<file path="src/rtl/core/cp2u8_pkg.sv">
package cp2u8_pkg;

  // Bytes of one encoded group and default queue depth (groups)
  localparam int unsigned GROUP_BYTES = 3;
  localparam int unsigned QUEUE_DEPTH = 4;

  // Character codes
  localparam logic [7:0] CHR_QUOTE     = 8'h22;
  localparam logic [7:0] CHR_BACKSLASH = 8'h5C;
  localparam logic [7:0] CHR_SPACE     = 8'h20;

  // Windows-1252 remapped range
  localparam logic [7:0] C1_LO = 8'h80;
  localparam logic [7:0] C1_HI = 8'h9F;

  // UTF-8 length limits and marker bits
  localparam logic [15:0] ONE_BYTE_LIMIT = 16'h0080;
  localparam logic [15:0] TWO_BYTE_LIMIT = 16'h0800;
  localparam logic [7:0]  LEAD2          = 8'hC0;
  localparam logic [7:0]  LEAD3          = 8'hE0;
  localparam logic [7:0]  CONT           = 8'h80;

  // One encoded character: bytes[0] goes out first
  typedef struct packed {
    logic [GROUP_BYTES-1:0][7:0] bytes;
    logic [1:0]                  nbytes;
  } group_t;

  typedef enum logic [2:0] {
    CLS_CONTROL,
    CLS_PLAIN,
    CLS_ESCAPED,
    CLS_TWO,
    CLS_THREE
  } cls_t;

  // Code points for 0x80..0x9F
  localparam logic [15:0] CP_TABLE [32] = '{
    16'h20AC, 16'h0081, 16'h201A, 16'h0192, 16'h201E, 16'h2026, 16'h2020, 16'h2021,
    16'h02C6, 16'h2030, 16'h0160, 16'h2039, 16'h0152, 16'h008D, 16'h017D, 16'h008F,
    16'h0090, 16'h2018, 16'h2019, 16'h201C, 16'h201D, 16'h2022, 16'h2013, 16'h2014,
    16'h02DC, 16'h2122, 16'h0161, 16'h203A, 16'h0153, 16'h009D, 16'h017E, 16'h0178
  };

  function automatic logic [15:0] decode_cp(logic [7:0] b);
    logic [15:0] cp;
    if (b >= C1_LO && b <= C1_HI) begin
      cp = CP_TABLE[b[4:0]];
    end else begin
      cp = {8'h00, b};
    end
    return cp;
  endfunction

  function automatic cls_t classify(logic [15:0] cp);
    cls_t cls;
    priority if (cp < {8'h00, CHR_SPACE}) begin
      cls = CLS_CONTROL;
    end else if (cp < ONE_BYTE_LIMIT) begin
      if (cp[7:0] == CHR_QUOTE || cp[7:0] == CHR_BACKSLASH) begin
        cls = CLS_ESCAPED;
      end else begin
        cls = CLS_PLAIN;
      end
    end else if (cp < TWO_BYTE_LIMIT) begin
      cls = CLS_TWO;
    end else begin
      cls = CLS_THREE;
    end
    return cls;
  endfunction

  function automatic group_t build(cls_t cls, logic [15:0] cp);
    group_t g;
    g = '0;
    unique case (cls)
      CLS_CONTROL: begin
        g.nbytes = 2'd0;
      end
      CLS_PLAIN: begin
        g.bytes[0] = cp[7:0];
        g.nbytes   = 2'd1;
      end
      CLS_ESCAPED: begin
        g.bytes[0] = CHR_BACKSLASH;
        g.bytes[1] = cp[7:0];
        g.nbytes   = 2'd2;
      end
      CLS_TWO: begin
        g.bytes[0] = LEAD2 | {3'b000, cp[10:6]};
        g.bytes[1] = CONT | {2'b00, cp[5:0]};
        g.nbytes   = 2'd2;
      end
      CLS_THREE: begin
        g.bytes[0] = LEAD3 | {4'h0, cp[15:12]};
        g.bytes[1] = CONT | {2'b00, cp[11:6]};
        g.bytes[2] = CONT | {2'b00, cp[5:0]};
        g.nbytes   = 2'd3;
      end
      default: begin
        g.nbytes = 2'd0;
      end
    endcase
    return g;
  endfunction

endpackage

</file>
<file path="src/rtl/core/cp2u8_if.sv">
// Byte input channel
interface cp2u8_in_if;
  logic       valid;
  logic       ready;
  logic [7:0] in_byte;

  modport source (output valid, output in_byte, input ready);
  modport sink (input valid, input in_byte, output ready);
endinterface

// Encoded output channel
interface cp2u8_out_if;
  logic       valid;
  logic       ready;
  logic [7:0] out_byte;
  logic       last_of_run;

  modport source (output valid, output out_byte, output last_of_run, input ready);
  modport sink (input valid, input out_byte, input last_of_run, output ready);
endinterface

</file>
<file path="src/rtl/core/cp1252_to_escaped_utf8.sv">
// An accepted input beat is written into the group queue, then loaded into the serializer's held group.
// Throughput: one input beat per cycle while the group queue is not full; each character then
//   takes one output beat per UTF-8 / escape byte (none for control bytes), so the output port sets the sustained rate.
// A QDEPTH-entry group queue between classifier and serializer absorbs output bursts.
// Reset (rst, synchronous): empties the queue and the output stage; no other state.
module cp1252_to_escaped_utf8
  import cp2u8_pkg::*;
#(
  parameter int unsigned QDEPTH = QUEUE_DEPTH
) (
  input logic         clk,
  input logic         rst,
  cp2u8_in_if.sink    raw,
  cp2u8_out_if.source enc
);

  logic   push;
  group_t push_group;
  logic   full;
  logic   pop;
  group_t head;
  logic   empty;

  // Classify and encode
  cp2u8_front u_front (
    .raw        (raw),
    .full       (full),
    .push       (push),
    .push_group (push_group)
  );

  // Group queue
  cp2u8_queue #(
    .DEPTH (QDEPTH)
  ) u_queue (
    .clk        (clk),
    .rst        (rst),
    .push       (push),
    .push_group (push_group),
    .full       (full),
    .pop        (pop),
    .head       (head),
    .empty      (empty)
  );

  // Serialize groups into beats
  cp2u8_back u_back (
    .clk   (clk),
    .rst   (rst),
    .head  (head),
    .empty (empty),
    .pop   (pop),
    .enc   (enc)
  );

endmodule

</file>
<file path="src/rtl/core/cp2u8_front.sv">
module cp2u8_front
  import cp2u8_pkg::*;
(
  cp2u8_in_if.sink raw,
  input  logic     full,
  output logic     push,
  output group_t   push_group
);

  logic [15:0] cp;
  cls_t        cls;

  // Map, classify and encode in one pass
  always_comb begin
    cp         = decode_cp(raw.in_byte);
    cls        = classify(cp);
    push_group = build(cls, cp);
  end

  // Control bytes are accepted and dropped
  assign raw.ready = !full;
  assign push      = raw.valid && !full && (cls != CLS_CONTROL);

endmodule

</file>
<file path="src/rtl/core/cp2u8_queue.sv">
module cp2u8_queue
  import cp2u8_pkg::*;
#(
  parameter int unsigned DEPTH = QUEUE_DEPTH
) (
  input  logic   clk,
  input  logic   rst,
  input  logic   push,
  input  group_t push_group,
  output logic   full,
  input  logic   pop,
  output group_t head,
  output logic   empty
);

  localparam int unsigned PTR_W = (DEPTH > 1) ? $clog2(DEPTH) : 1;
  localparam int unsigned CNT_W = $clog2(DEPTH + 1);

  group_t             slots [DEPTH];
  logic [PTR_W-1:0]   wr_ptr;
  logic [PTR_W-1:0]   rd_ptr;
  logic [CNT_W-1:0]   count;
  logic [PTR_W-1:0]   wr_ptr_next;
  logic [PTR_W-1:0]   rd_ptr_next;
  logic [CNT_W-1:0]   count_next;

  // Pointer wrap and occupancy count
  always_comb begin
    wr_ptr_next = (wr_ptr == PTR_W'(DEPTH - 1)) ? '0 : wr_ptr + 1'b1;
    rd_ptr_next = (rd_ptr == PTR_W'(DEPTH - 1)) ? '0 : rd_ptr + 1'b1;
    unique case ({push, pop})
      2'b10:   count_next = count + 1'b1;
      2'b01:   count_next = count - 1'b1;
      default: count_next = count;
    endcase
  end

  // Control state
  always_ff @(posedge clk) begin
    if (rst) begin
      wr_ptr <= '0;
      rd_ptr <= '0;
      count  <= '0;
    end else begin
      if (push) begin
        wr_ptr <= wr_ptr_next;
      end
      if (pop) begin
        rd_ptr <= rd_ptr_next;
      end
      count <= count_next;
    end
  end

  // Storage
  always_ff @(posedge clk) begin
    if (push) begin
      slots[wr_ptr] <= push_group;
    end
  end

  assign head  = slots[rd_ptr];
  assign full  = (count == CNT_W'(DEPTH));
  assign empty = (count == '0);

endmodule

</file>
<file path="src/rtl/core/cp2u8_back.sv">
module cp2u8_back
  import cp2u8_pkg::*;
(
  input  logic      clk,
  input  logic      rst,
  input  group_t    head,
  input  logic      empty,
  output logic      pop,
  cp2u8_out_if.source enc
);

  group_t     cur;
  logic       cur_valid;
  logic [1:0] idx;
  logic       last;
  logic       take;
  logic       done;

  // Beat sequencing over the held group
  assign last = (idx == cur.nbytes - 2'd1);
  assign take = cur_valid && enc.ready;
  assign done = !cur_valid || (take && last);
  assign pop  = done && !empty;

  always_ff @(posedge clk) begin
    if (rst) begin
      cur_valid <= 1'b0;
      idx       <= 2'd0;
    end else if (done) begin
      cur_valid <= !empty;
      idx       <= 2'd0;
    end else if (take) begin
      idx <= idx + 2'd1;
    end
  end

  // Held group, reloaded from the queue head
  always_ff @(posedge clk) begin
    if (pop) begin
      cur <= head;
    end
  end

  assign enc.valid       = cur_valid;
  assign enc.out_byte    = cur.bytes[idx];
  assign enc.last_of_run = last;

endmodule

</file>
<file path="src/flat_wrapper.sv">
// flat-port wrapper written by rule: the top's interface ports become plain ports
module cp1252_to_escaped_utf8_flat import cp2u8_pkg::*;
#(
  parameter int unsigned QDEPTH = QUEUE_DEPTH
)
  (clk, rst, raw_valid, raw_in_byte, raw_ready, enc_valid, enc_out_byte, enc_last_of_run, enc_ready);
  cp2u8_in_if raw_i ();
  cp2u8_out_if enc_i ();
  input logic clk;
  input logic rst;
  input wire logic [$bits(raw_i.valid)-1:0] raw_valid;
  input wire logic [$bits(raw_i.in_byte)-1:0] raw_in_byte;
  output wire logic [$bits(raw_i.ready)-1:0] raw_ready;
  output wire logic [$bits(enc_i.valid)-1:0] enc_valid;
  output wire logic [$bits(enc_i.out_byte)-1:0] enc_out_byte;
  output wire logic [$bits(enc_i.last_of_run)-1:0] enc_last_of_run;
  input wire logic [$bits(enc_i.ready)-1:0] enc_ready;
  assign raw_i.valid = raw_valid;
  assign raw_i.in_byte = raw_in_byte;
  assign raw_ready = raw_i.ready;
  assign enc_valid = enc_i.valid;
  assign enc_out_byte = enc_i.out_byte;
  assign enc_last_of_run = enc_i.last_of_run;
  assign enc_i.ready = enc_ready;
  cp1252_to_escaped_utf8 #(.QDEPTH(QDEPTH)) u_core (.clk(clk), .rst(rst), .raw(raw_i), .enc(enc_i));
endmodule
</file>
<file path="config.mk">
export PLATFORM = sky130hd
export DESIGN_NAME = cp1252_to_escaped_utf8_flat
export DESIGN_NICKNAME = d
export VERILOG_FILES = /design/src/rtl/core/cp2u8_pkg.sv /design/src/rtl/core/cp2u8_if.sv /design/src/rtl/core/cp1252_to_escaped_utf8.sv /design/src/rtl/core/cp2u8_front.sv /design/src/rtl/core/cp2u8_queue.sv /design/src/rtl/core/cp2u8_back.sv /design/src/flat_wrapper.sv
export SDC_FILE = /design/constraint.sdc
export NUM_CORES = 1
export LEC_CHECK = 0
export ABC_AREA = 1
export BUFFER_PORTS_ARGS = -buffer_cell sky130_fd_sc_hd__buf_2
export CAP_MARGIN = 20
export CORE_UTILIZATION = 55
export CTS_BUF_LIST = sky130_fd_sc_hd__clkbuf_16
export CTS_CLUSTER_SIZE = 8
export DETAILED_ROUTE_END_ITERATION = 6
export PLACE_DENSITY = 0.81
export SLEW_MARGIN = 10
export SYNTH_ARGS = -nofsm -noshare
export SYNTH_HDL_FRONTEND = slang
export SYNTH_HIERARCHICAL = 1
export SYNTH_SLANG_ARGS = --single-unit
</file>
<file path="constraint.sdc">
create_clock -name clk -period 4.5 [get_ports clk]
set_input_delay 0.9 -clock clk [delete_from_list [all_inputs] [get_ports clk]]
set_output_delay 0.9 -clock clk [all_outputs]
set_load 0.005 [all_outputs]
</file>
==> impl_metrics.csv <==
group,metric,value,unit
floorplanning,start_util,57.45,%
pwr,clkPwrFrac,31.2,%
timing,slew_headroom,64.14,%
global_routing,grt_pass1_wl,24.05,mm
status,status,"finished, final reports clean",
critical_path,cp-start-kind,"input port",
critical_path,critPathCaptureType,"flop",
worst_hold_path,whs_endpoint,"u_core/u_queue/rd_ptr[1]",
timing,fin_crit_sh,82.05,%
critical_path,crit_fanout,11,
critical_path,r2r_cells,15,
placed_design,io_buffers,22,
critical_path,crit_slowest_cell,"fa_1",
layout,finalNonFillerCells,806,
critical_path,critical_path.max_stage_delay,0.38,ns
critical_path,cp-startpoint,"raw_in_byte[0]",
yosys,synth_common_cells,"edfxtp_1 (130), nor2_1 (97), nand2_1 (86)",
yosys,yosys.area_share.simple,17.93,%
floorplanning,dieHeight,112.4,um
cts,cts_buffers,17,
timing,setup_viol,0,
cts,cts_resized,0,
pwr,leakage,2.897,nW
cts,cts_tree,"done",
cts,clk_latency,0.42,ns
pwr,peakVddDrop,0.0003609,V
global_routing,antenna_found_initial,0,
global_routing,overflow,0,
placed_design,dp_hpwl,9.183,mm
pwr,power_frac_seq,42.4,%
global_routing,grt_max_degree,53,
yosys,synth_edf_count,130,
worst_hold_path,holdCritStartpoint,"u_core/u_queue/rd_ptr[1]",
timing,finalHoldViolations,0,
timing,setup_tns,0,ns
pwr,swShare,33.01,%
timing,max_freq,0.2708,GHz
critical_path,cp_cell_sequence,"buf_2 > inv_1 > ha_1 > inv_1 > nor2_1 > nand2_1 > nand2_1 > nor2_1 > nand2_1 > nand2_2 > nand4_4 > inv_2 > nand2_1 > nand2_1 > nor2_1 > inv_1 > ha_1 > inv_1 > fa_1 > nand2_1 > nand3_1 > nand2_1 > inv_1 > nor2_1",
job,maxCapViolations,0,
yosys,synth_top_area_cell,"edfxtp_1",
yosys,syn_avg_cell_area,10.65,um^2
layout,fin_util,64.00,%
layout,antenna_cells,0,
drt,dr_total_vias,4751,
yosys,yosysWarnings,6,
drt,wl,14.78,mm
yosys,syn_area,6700,um^2
worst_hold_path,hold_depth,2,
cts,post-cts-setup-buffers,0,
timing,fin_hold_ws,0.5463,ns
worst_hold_path,hp-class,"reg -> reg",
pwr,p_int,3.050,mW
pwr,finalPower,4.553,mW
timing,setup_ws,0.8077,ns
drt,antenna_left,0,
cts,clock_sinks,142,
layout,nets,678,
cts,postCtsHoldBufs,0,
drt,wl_per_cell,18.34,um
timing,finalCriticalPeriod,3.692,ns
pwr,switchingPower,1.503,mW
timing,final_max_slew_viol_count,0,
yosys,synth_top_family_by_area,"simple AND/OR/NAND/NOR gates",
drt,avgViaCountPerCell,5.895,
global_routing,grt_usage,25.09,%
yosys,synth_top_area_share,58.26,%
floorplanning,io_pins,23,
yosys,synth_cells,629,
yosys,synth.mux.area_fraction,0,%
yosys,seq_area_frac_synth,61.85,%
critical_path,reg2reg_to,"u_core/u_queue/count[2]",
layout,fillers,811,
yosys,yosys.area_share.xor_xnor,0.1307,%
floorplanning,die_width,112.4,um
placed_design,place_area,6853,um^2
layout,final_area,7463,um^2
critical_path,crit_arrival,4.03,ns
critical_path,path_common_cell,"nand2_1",
yosys,synthTopCellsByArea,"edfxtp_1 (58%), nor2_1 (5.4%), nand2_1 (4.8%)",
layout,post_route_cells_drive_above_1_share,16.74,%
drt,drt_iter0_drc,551,
yosys,synth_cell_types,37,
placed_design,placedCellCount,774,
timing,rsz0062_at_grt,"false",
critical_path,r2r_slack,1.67,ns
yosys,yosysMostFrequentCell,"edfxtp_1",
placed_design,gp_congestion,0.8922,
timing,finClkSkew,0.008358,ns
floorplanning,design.core.area,11660,um^2
critical_path,critical_path_class,"in -> reg",
yosys,synth.net_count,657,
floorplanning,dieArea,12630,um^2
yosys,ys_async_sr_fraction,0,%
yosys,synth_flop_cell,"edfxtp_1",
global_routing,grt_pass1_vias,4932,
critical_path,r2r-start,"u_core/u_back/idx[1]",
pwr,powerDensity,610.1,nW/um^2
pwr,share_comb_of_total_power,26.4,%
placed_design,pre_cts_slack,0.4970,ns
yosys,synth-compound-area-share,10.12,%
drt,remaining_drc_errors,0,
yosys,synth_adder_area_share,3.100,%
cts,h-tree-depth,4,
layout,area_growth,11.39,%
timing,worst_pin_slew,0.5380,ns
cts,cts-root-buf,"clkbuf_16",
cts,clock_path_buffers,2,
floorplanning,rows,39,
critical_path,crit_required,4.84,ns
yosys,synth-seq-cells,142,
cts,clk_pin_slew_worst_paths,0.06,ns
drt,firstDrtPassIters,6,
how the worst max path moves through the flow:
stage,end,slack [ns],depth (start not counted)
floorplan,u_core/u_queue/count[2],0.91,11
global placement,u_core/u_queue/count[2],0.74,25
detailed placement,u_core/u_queue/count[2],0.50,24
CTS,u_core/u_queue/count[2],0.90,24
global route,u_core/u_queue/count[2],0.44,24
finish,u_core/u_queue/count[2],0.81,24
cells by family (layout without fill, tap and decap cells):
logic type / count (synthesis) / in the layout
AOI/OAI and AO/OA: 124 / 124
and+or+nand+nor: 262 / 262
buffers and inverters: 83 / 117
xor gates and xnor gates: 1 / 1
DFF: 142 / 142
other: 1 / 1
adders and majority gates: 16 / 16
flip-flops by register name, indices dropped and copies added, names as in the netlist, named ones only:
name,flops
u_core/u_back/idx,2
u_core/u_back/cur,26
u_core/u_queue/count,3
u_core/u_back/enc.valid,1
u_core/u_queue/rd_ptr,2
u_core/u_queue/slots,104
u_core/u_queue/wr_ptr,2
layout make-up:
type,count,area (um^2),share of cell area [%]
clock buffer,17,425.4,5.700
multi-input combinational,404,2103,28.18
sequential,142,4144,55.52
timing repair buffer,30,207.7,2.783
clock inverter,15,185.2,2.481
inverter,55,219.0,2.934
tap,143,178.9,2.397
layer usage:
layer | GRT usage (%) | wire, um | vias up
li1 | - | - | 2230
met1 | 28.97 | 5908 | 2233
met2 | 43.19 | 7433 | 248
met3 | 6.533 | 1066 | 40
met4 | 13.07 | 371 | 0
met5 | 0 | 0 | -
layout by cell type, fill, tap and decap left out, types with 3 or more instances in the layout:
cell type / count
buf_12: 3
inv_4: 3
edfxtp_1: 130
inv_1: 43
o21ai_1: 26
nor2_1: 97
o22ai_1: 27
inv_2: 8
buf_4: 5
dfxtp_1: 12
a21oi_1: 12
buf_2: 22
bufinv_16: 3
nand3_1: 36
ha_1: 15
nand4_1: 4
nand2_1: 86
nor2_4: 3
clkinvlp_4: 5
nand2_2: 16
inv_6: 5
clkbuf_16: 17
nand3_2: 8
nor3_1: 5
nor2_2: 3
o21ai_0: 50
critical path: cells and delay by family:
family	cells	cell delay [ns]
buffers and inverters	7	0.88
AND/OR/NAND/NOR	14	1.44
adder cells (fa/ha/maj)	3	0.83
power groups by stage:
stage	Combinational (mW)	Sequential (mW)	Clock, mW
after floorplan	0.873	1.91	0
final	1.20	1.93	1.42
after CTS	1.20	1.93	1.43
after global routing	1.33	1.95	1.49
after global placement	1.10	1.94	0
after detailed placement	1.16	1.95	0
Note: power is estimated with default switching activity, not from simulation.
